==> config.mk <==
export PLATFORM = sky130hd
export DESIGN_NAME = bprf_ctrl
export DESIGN_NICKNAME = d
export VERILOG_FILES = /design/src/sv/bprf_pkg.sv /design/src/sv/bprf_ctrl.sv
export SDC_FILE = /design/constraint.sdc
export NUM_CORES = 1
export LEC_CHECK = 0
export ABC_AREA = 0
export ABC_CLOCK_PERIOD_IN_PS = 2500
export BUFFER_PORTS_ARGS = -buffer_cell sky130_fd_sc_hd__buf_2
export CAP_MARGIN = 20
export CORE_MARGIN = 1.5
export CORE_UTILIZATION = 50
export DETAILED_ROUTE_END_ITERATION = 7
export GPL_TIMING_DRIVEN = 0
export PLACE_DENSITY_LB_ADDON = 0.08
export SKIP_CTS_REPAIR_TIMING = 1
export SYNTH_ARGS = -nofsm -noshare
export SYNTH_HDL_FRONTEND = slang
export SYNTH_SLANG_ARGS = --single-unit
==> constraint.sdc <==
create_clock -name clock -period 2.5 [get_ports clock]
set_input_delay 0.25 -clock clock [delete_from_list [all_inputs] [get_ports clock]]
set_output_delay 0.25 -clock clock [all_outputs]
set_load 0.02 [all_outputs]
==> src/sv/bprf_pkg.sv <==
// ----------------------------------------------------------------------------
// bprf_pkg
// Shared types and constants for the batched-publish ring queue.
// ----------------------------------------------------------------------------
package bprf_pkg;

   localparam int DEPTH      = 256;
   localparam int ELEM_WIDTH = 64;
   localparam int IDX_W      = $clog2(DEPTH);
   localparam int BATCH_W    = 8;

   localparam logic OP_INSERT  = 1'b0;
   localparam logic OP_EXTRACT = 1'b1;

   localparam logic [1:0] ST_OK    = 2'd0;
   localparam logic [1:0] ST_FULL  = 2'd1;
   localparam logic [1:0] ST_EMPTY = 2'd2;

   typedef struct packed {
      logic        operation;
      logic [63:0] data_in;
   } req_type;

   typedef struct packed {
      logic [1:0]  status;
      logic [63:0] data_out;
   } rsp_type;

   typedef struct packed {
      logic [1:0]       status;
      logic             wr_en;
      logic             rd_en;
      logic [IDX_W-1:0] addr;
   } ctl_type;

endpackage

==> src/sv/bprf_ctrl.sv <==
// ----------------------------------------------------------------------------
// bprf_ctrl
// Producer and consumer index state, cached-index refresh and batch publish.
// ----------------------------------------------------------------------------
module bprf_ctrl (
   input  logic                        clock,
   input  logic                        reset,
   input  logic                        accept,
   input  logic                        operation,
   input  logic [bprf_pkg::BATCH_W-1:0] batch_size,
   output bprf_pkg::ctl_type           ctl
);

   localparam int IW = bprf_pkg::IDX_W;
   localparam int BW = bprf_pkg::BATCH_W;
   localparam logic [IW-1:0] LAST_IDX = IW'(bprf_pkg::DEPTH - 1);

   logic [IW-1:0] prod_next_ff, prod_next_in;
   logic [IW-1:0] pub_write_ff, pub_write_in;
   logic [IW-1:0] prod_seen_ff, prod_seen_in;
   logic [BW-1:0] prod_batch_ff, prod_batch_in;
   logic [IW-1:0] cons_next_ff, cons_next_in;
   logic [IW-1:0] pub_read_ff, pub_read_in;
   logic [IW-1:0] cons_seen_ff, cons_seen_in;
   logic [BW-1:0] cons_batch_ff, cons_batch_in;

   logic [IW-1:0] prod_after, cons_after;
   logic [BW-1:0] prod_cnt, cons_cnt;
   logic          prod_blocked, cons_blocked, full, empty;

   always_comb begin
      prod_after   = (prod_next_ff == LAST_IDX) ? '0 : prod_next_ff + 1'b1;
      cons_after   = (cons_next_ff == LAST_IDX) ? '0 : cons_next_ff + 1'b1;
      prod_blocked = (prod_after == prod_seen_ff);
      cons_blocked = (cons_next_ff == cons_seen_ff);
      full         = prod_blocked && (prod_after == pub_read_ff);
      empty        = cons_blocked && (cons_next_ff == pub_write_ff);
      prod_cnt     = prod_batch_ff + 1'b1;
      cons_cnt     = cons_batch_ff + 1'b1;

      prod_next_in  = prod_next_ff;
      pub_write_in  = pub_write_ff;
      prod_seen_in  = prod_seen_ff;
      prod_batch_in = prod_batch_ff;
      cons_next_in  = cons_next_ff;
      pub_read_in   = pub_read_ff;
      cons_seen_in  = cons_seen_ff;
      cons_batch_in = cons_batch_ff;

      ctl.status = bprf_pkg::ST_OK;
      ctl.wr_en  = 1'b0;
      ctl.rd_en  = 1'b0;
      ctl.addr   = (operation == bprf_pkg::OP_INSERT) ? prod_next_ff : cons_next_ff;

      if (operation == bprf_pkg::OP_INSERT) begin
         if (full) begin
            ctl.status = bprf_pkg::ST_FULL;
         end else begin
            ctl.wr_en = accept;
            if (prod_blocked) begin
               prod_seen_in = pub_read_ff;
            end
            prod_next_in = prod_after;
            if (prod_cnt >= batch_size) begin
               pub_write_in  = prod_after;
               prod_batch_in = '0;
            end else begin
               prod_batch_in = prod_cnt;
            end
         end
      end else begin
         if (empty) begin
            ctl.status = bprf_pkg::ST_EMPTY;
         end else begin
            ctl.rd_en = accept;
            if (cons_blocked) begin
               cons_seen_in = pub_write_ff;
            end
            cons_next_in = cons_after;
            if (cons_cnt >= batch_size) begin
               pub_read_in   = cons_after;
               cons_batch_in = '0;
            end else begin
               cons_batch_in = cons_cnt;
            end
         end
      end
   end

   always_ff @(posedge clock) begin
      if (reset) begin
         prod_next_ff  <= '0;
         pub_write_ff  <= '0;
         prod_seen_ff  <= '0;
         prod_batch_ff <= '0;
         cons_next_ff  <= '0;
         pub_read_ff   <= '0;
         cons_seen_ff  <= '0;
         cons_batch_ff <= '0;
      end else if (accept) begin
         prod_next_ff  <= prod_next_in;
         pub_write_ff  <= pub_write_in;
         prod_seen_ff  <= prod_seen_in;
         prod_batch_ff <= prod_batch_in;
         cons_next_ff  <= cons_next_in;
         pub_read_ff   <= pub_read_in;
         cons_seen_ff  <= cons_seen_in;
         cons_batch_ff <= cons_batch_in;
      end
   end

endmodule

==> flow_summary.json, run 1 <==
{
  "min_path_type": "in -> reg",
  "finalPower_uw": 2240,
  "die_w_um": 95.8,
  "cts_buffers": 9,
  "ys_seq_area_share_pct": 29.8,
  "antenna_found_initial": 0,
  "grt_usage_pct": 27.1,
  "ant_nets": 0,
  "post-route-min-period_ns": 2.97,
  "clock_latency_ns": 0.36,
  "dieArea_um2": 9170,
  "drc": 0,
  "root_buffer": "clkbuf_8",
  "sequentialPowerShare_pct": 45.9,
  "diodes": 0,
  "clkSinkCount": 64,
  "vias_per_cell": 5.87,
  "drive_gt1_share_pct": 32.8,
  "wirelength_um": 12500,
  "fmax_ghz": 0.337,
  "ys_top_cells_by_count": "dfxtp_1 (64), nand2_1 (62), xor2_1 (39), nor2_1 (34), mux2i_1 (31)",
  "htreeDepth": 3,
  "ys_warn_count": 0,
  "synth_top_area_cell": "dfxtp_1",
  "post_drt_wl_per_cell_um": 18.1,
  "cts_tree": "yes",
  "p_per_area_nw_per_um2": 405,
  "synth_area_leaders": "dfxtp_1 (30%), xor2_1 (7.9%), mux2i_1 (7.2%)",
  "power_frac_clock_pct": 44.3,
  "swShare_pct": 25.6,
  "crit_path_end_kind": "output port",
  "async_reset_ff_share_pct": 0,
  "dp.cells": 644,
  "failed_checks": "setup timing",
  "hpwlAfterDp_um": 8720,
  "fin_crit_sh_pct": 119,
  "final_net_count": 611,
  "p_leak_uw": 0.00232,
  "maxSlewViolCount": 0,
  "grt_pass1_wl_um": 18700,
  "path_clk_slew_ns": 0.07,
  "yosys_most_used_dff": "dfxtp_1",
  "pre_cts_slack_ns": -0.489,
  "power_frac_comb_pct": 9.9,
  "syn_area_um2": 4300,
  "layout.cells.non_filler": 688,
  "syn-instance-count": 516,
  "die_y_um": 95.8,
  "vias": 4037,
  "finalHoldViolations": 0,
  "fin_skew_ns": 0.0129,
  "required_ns": 2.25,
  "port_buffers": 23,
  "gp_congestion": 0.931,
  "clock_path_buffers": 2,
  "slew_headroom_pct": 47.9,
  "synth.most_common_cell": "dfxtp_1",
  "grt_overflow": 0,
  "synth_top_cell_area_share_pct": 29.8,
  "dr.pass1.iters": 5,
  "grt_pass1_vias": 3638,
  "grt_max_degree": 12,
  "worstSetupPathType": "reg -> out",
  "synth_cell_type_count": 62,
  "drt-initial-drc-count": 183,
  "synth_seq_cells": 64,
  "rsz0062_at_grt": "true",
  "cap_violations": 0,
  "outcome": "complete, but fails checks",
  "holdWs_ns": 0.316,
  "critPathMaxFanout": 6,
  "start_util_pct": 52.1,
  "synth_fp_nets": 548,
  "ir_drop_uv": 298,
  "setup_viol": 26,
  "setup-tns-final_ns": -4.44,
  "syn_avg_cell_area_um2": 8.34,
  "pin_count": 24,
  "start_kind": "register",
  "layout_setup_ws_ns": -0.468,
  "switchingPower_uw": 573,
  "tightest_slew_ns": 0.780,
  "arrival_ns": 2.72,
  "core-area_um2": 8260,
  "num_rows": 33,
  "area_delta_synth_final_pct": 28.3,
  "synth-edff-count": 0,
  "intPower_uw": 1660
}
==> state kept, by name, summed over array words and instances, names as in the netlist <==
register	flops
pub_read_ff	8
pub_write_ff	8
cons_next_ff	8
prod_next_ff	8
cons_seen_ff	8
prod_seen_ff	8
cons_batch_ff	8
prod_batch_ff	8
==> cells by family (layout without fill, tap and decap cells) <==
logic type,Yosys count,count (layout),synth area share [%]
flops,64,64,29.8
fa+ha+maj,20,20,5.81
mux,41,41,9.83
xor+xnor,55,55,11.2
buf+inv,51,118,5.46
compound gates,98,98,15.6
simple gates,187,187,22.3
==> per-stage QoR <==
stage / utilization, % / instance area, um2
floorplan: - / 4380
global placement: 56.0 / 4620
detailed placement: 56.0 / 4620
CTS: 58.5 / 4830
global route: 66.9 / 5520
finish: 66.9 / 5520
==> per-layer routing <==
metal  share of wire [%]  GRT usage (%)
met4                 2.9           9.68
met3                 4.1           4.82
met1                  45           36.5
met5                   0              0
met2                  48           43.4
==> final timing paths <==
| check | startpoint | endpoint | slack (ns) | cells past startpoint |
|---|---|---|---|---|
| hold reg to reg | prod_seen_ff[4] | prod_seen_ff[4] | 0.48 | 2 |
| setup reg to reg | prod_batch_ff[0] | prod_batch_ff[3] | -0.26 | 11 |
| setup / recovery | prod_next_ff[1] | ctl[9] | -0.47 | 9 |
| hold / removal | reset | prod_next_ff[3] | 0.32 | 3 |
==> final cells by class <==
class / instances / area [um2]
well taps: 105 / 131
inverters: 16 / 60.1
flip-flops and latches: 64 / 1320
fillers: 708 / 2740
clock buffers: 10 / 128
clock inverters: 5 / 81.3
multi-input cells: 401 / 3200
plain buffers: 24 / 151
repair buffers: 63 / 450
==> cells in the final DEF, fill, tap and decap left out, drive strengths merged, types with 4 or more instances in the layout <==
| master | netlist | layout |
|---|---|---|
| buf | 10 | 72 |
| dfxtp | 64 | 64 |
| nand2 | 62 | 62 |
| xor2 | 39 | 39 |
| nor2 | 34 | 34 |
| mux2i | 31 | 31 |
| o21ai | 29 | 29 |
| clkbuf | 25 | 25 |
| a21oi | 23 | 23 |
| ha | 20 | 20 |
| inv | 16 | 17 |
| nand3 | 17 | 17 |
| xnor2 | 16 | 16 |
| nor3 | 14 | 14 |
| a211oi | 10 | 10 |
| mux2 | 10 | 10 |
| and3 | 9 | 9 |
| nor2b | 8 | 8 |
| nand4 | 6 | 6 |
| or3 | 6 | 6 |
| nor4 | 5 | 5 |
| o21a | 5 | 5 |
| o32ai | 5 | 5 |
| or2 | 4 | 4 |
| nand2b | 4 | 4 |
| a21o | 4 | 4 |
| o221a | 4 | 4 |
| or4 | 4 | 4 |
| or3b | 4 | 4 |
==> critical path: stages (launching register included) <==
cell and delay, ns:
dfxtp_4 0.36, ha_4 0.18, and3_4 0.17, and3_4 0.19, or3_4 0.39, a221oi_4 0.35, nand4_4 0.17, o21ai_4 0.30
inv_2 0.10, buf_6 0.14
==> power groups by stage <==
stage	Clock, uW	Sequential (uW)	Combinational (uW)
CTS	998	1030	179
global route	1040	1030	238
finish	990	1030	221
floorplan	0	1050	123
global placement	0	1050	174
detailed placement	0	1050	178
No activity file was read; power rests on OpenSTA's default activity.
==> run 2, diff against run 1 <==
--- a/config.mk
+++ b/config.mk
@@ -6,11 +6,11 @@
 export NUM_CORES = 1
 export LEC_CHECK = 0
 export ABC_AREA = 0
-export ABC_CLOCK_PERIOD_IN_PS = 2500
+export ABC_CLOCK_PERIOD_IN_PS = 2800
 export BUFFER_PORTS_ARGS = -buffer_cell sky130_fd_sc_hd__buf_2
 export CAP_MARGIN = 20
 export CORE_MARGIN = 1.5
-export CORE_UTILIZATION = 50
+export CORE_UTILIZATION = 45
 export DETAILED_ROUTE_END_ITERATION = 7
 export GPL_TIMING_DRIVEN = 0
 export PLACE_DENSITY_LB_ADDON = 0.08
==> constraint.sdc (replaced) <==
create_clock -name clock -period 2.8 [get_ports clock]
set_input_delay 0.28 -clock clock [delete_from_list [all_inputs] [get_ports clock]]
set_output_delay 0.28 -clock clock [all_outputs]
set_load 0.02 [all_outputs]
==> run 2 against run 1 <==
Effect of this change: the flow still finishes with violations (setup timing); final area shrank 4.6%; combinational power fell by 13%; first-iteration DRC count grew 30%; clock-buffer cell count down 1; power shrank 8.4%; critical endpoint unchanged; largest power group is now the clock network; highest routed layer unchanged.
==> flow_summary.json, run 2 (synthesized netlist as in run 1, its figures left out) <==
{
  "holdPathStages": 3,
  "drt-initial-drc-count": 237,
  "cp.depth": 10,
  "final_cell_mix": "nand2_1 (61), dfxtp_1 (51), xor2_1 (39), nor2_1 (32), mux2i_1 (31)",
  "grt_overflow": 0,
  "htreeDepth": 3,
  "outcome": "complete, but fails checks",
  "maxSlewViolCount": 0,
  "start_util_pct": 46.6,
  "grt_pass1_wl_um": 19000,
  "grt_pass1_vias": 3588,
  "cts_buffers": 9,
  "cts_tree": "yes",
  "p_leak_uw": 0.00222,
  "path_cells": "ha_4 -> buf_6 -> and3_4 -> and3_4 -> or3_4 -> a221oi_4 -> nand4_4 -> o21ai_4 -> inv_2 -> buf_6",
  "path_buf_inv": 3,
  "required_ns": 2.52,
  "fmax_ghz": 0.328,
  "start_kind": "register",
  "diodes": 0,
  "fin_skew_ns": 0.00966,
  "drive_gt1_share_pct": 26.1,
  "finalHoldViolations": 0,
  "post_drt_wl_per_cell_um": 17.4,
  "critPathTopFamily": "simple AND/OR/NAND/NOR gates",
  "tightest_slew_ns": 0.770,
  "ant_nets": 0,
  "rsz0062_at_grt": "true",
  "die_w_um": 101,
  "num_rows": 35,
  "hpwlAfterDp_um": 8580,
  "dr.pass1.iters": 5,
  "final_net_count": 594,
  "area_delta_synth_final_pct": 22.4,
  "wl_met2_um": 5400,
  "antenna_found_initial": 0,
  "grt_max_degree": 14,
  "port_buffers": 23,
  "core-area_um2": 9240,
  "wirelength_um": 12100,
  "route.met3.wl_um": 642,
  "setup-tns-final_ns": -0.476,
  "slew_headroom_pct": 48.6,
  "dieArea_um2": 10200,
  "post-route-min-period_ns": 3.05,
  "drc": 0,
  "setup_viol": 2,
  "top_layer": "met4",
  "vias_per_cell": 5.66,
  "root_buffer": "clkbuf_8",
  "arrival_ns": 2.77,
  "place_area_um2": 4580,
  "clock_path_buffers": 2,
  "grt_usage_pct": 24.1,
  "crit_path_end_kind": "output port",
  "pin_count": 24,
  "worst_path_max_delay_cell": "or3_4",
  "fillers": 842,
  "failed_checks": "setup timing",
  "critPathMaxStageDelay_ns": 0.39,
  "clkSinkCount": 64,
  "wirelength_met1_um": 5840,
  "layout_commonest_cell": "nand2_1",
  "ir_drop_uv": 229,
  "p_per_area_nw_per_um2": 389,
  "clock_latency_ns": 0.35,
  "path_clk_slew_ns": 0.09,
  "ff2ff_path_depth": 10,
  "critPathMaxFanout": 5,
  "die_y_um": 101,
  "worstSetupPathType": "reg -> out",
  "layout_setup_ws_ns": -0.251,
  "vias": 3941,
  "gp_congestion": 0.922,
  "fin_crit_sh_pct": 109,
  "cap_violations": 0,
  "final_area_um2": 5270,
  "min_path_type": "in -> reg"
}
run 2: final cells by class:
type	count	area, um2	share of cell area [%]
Sequential cell	64	1310	24.8
Timing Repair Buffer	43	322	6.10
Multi-Input combinational cell	401	3020	57.3
Clock inverter	7	103	1.95
Clock buffer	9	124	2.35
Inverter	16	60.1	1.14
Tap cell	129	161	3.06
Buffer	27	174	3.30
run 2: worst paths after layout:
path / from / to / slack [ns]
setup / recovery: prod_next_ff[1] / ctl[9] / -0.25
hold / removal: reset / prod_next_ff[3] / 0.33
setup reg to reg: prod_next_ff[1] / prod_batch_ff[0] / 0.01
hold reg to reg: prod_seen_ff[4] / prod_seen_ff[4] / 0.49
run 2: stage by stage:
stage	setup slack [ns]	total power, uW	hold WS (ns)	utilization (%)	cells
3_3_place_gp	-0.467	1090	0.465	49.6	668
4_1_cts	-0.730	2030	0.312	52.0	684
5_1_grt	-0.360	2120	0.324	57.0	696
2_1_floorplan	0.0185	1040	0.446	-	516
3_5_place_dp	-0.487	1090	0.472	49.6	668
6_report	-0.251	2050	0.331	57.0	696
run 2: layer usage:
| metal | GRT usage [%] | vias up |
|---|---|---|
| li1 | - | 1914 |
| met1 | 34.8 | 1884 |
| met2 | 37.2 | 123 |
| met3 | 3.40 | 20 |
| met4 | 6.93 | 0 |
| met5 | 0 | - |
run 2: worst reg2reg max path, cell delays in order, from the launching register on:
cell	delay, ns
dfxtp_4	0.38
ha_4	0.16
buf_6	0.12
and3_4	0.19
and3_4	0.21
or3_4	0.39
a221oi_4	0.34
nand4_4	0.16
o21ai_4	0.26
buf_6	0.18
mux2_4	0.30
run 2: power breakdown:
group | switching (uW) | internal, uW | leakage [uW] | total, uW
clock | 428 | 511 | 0.000110 | 939
sequential | 6.15 | 912 | 0.000523 | 918
combinational | 113 | 78.6 | 0.00158 | 192
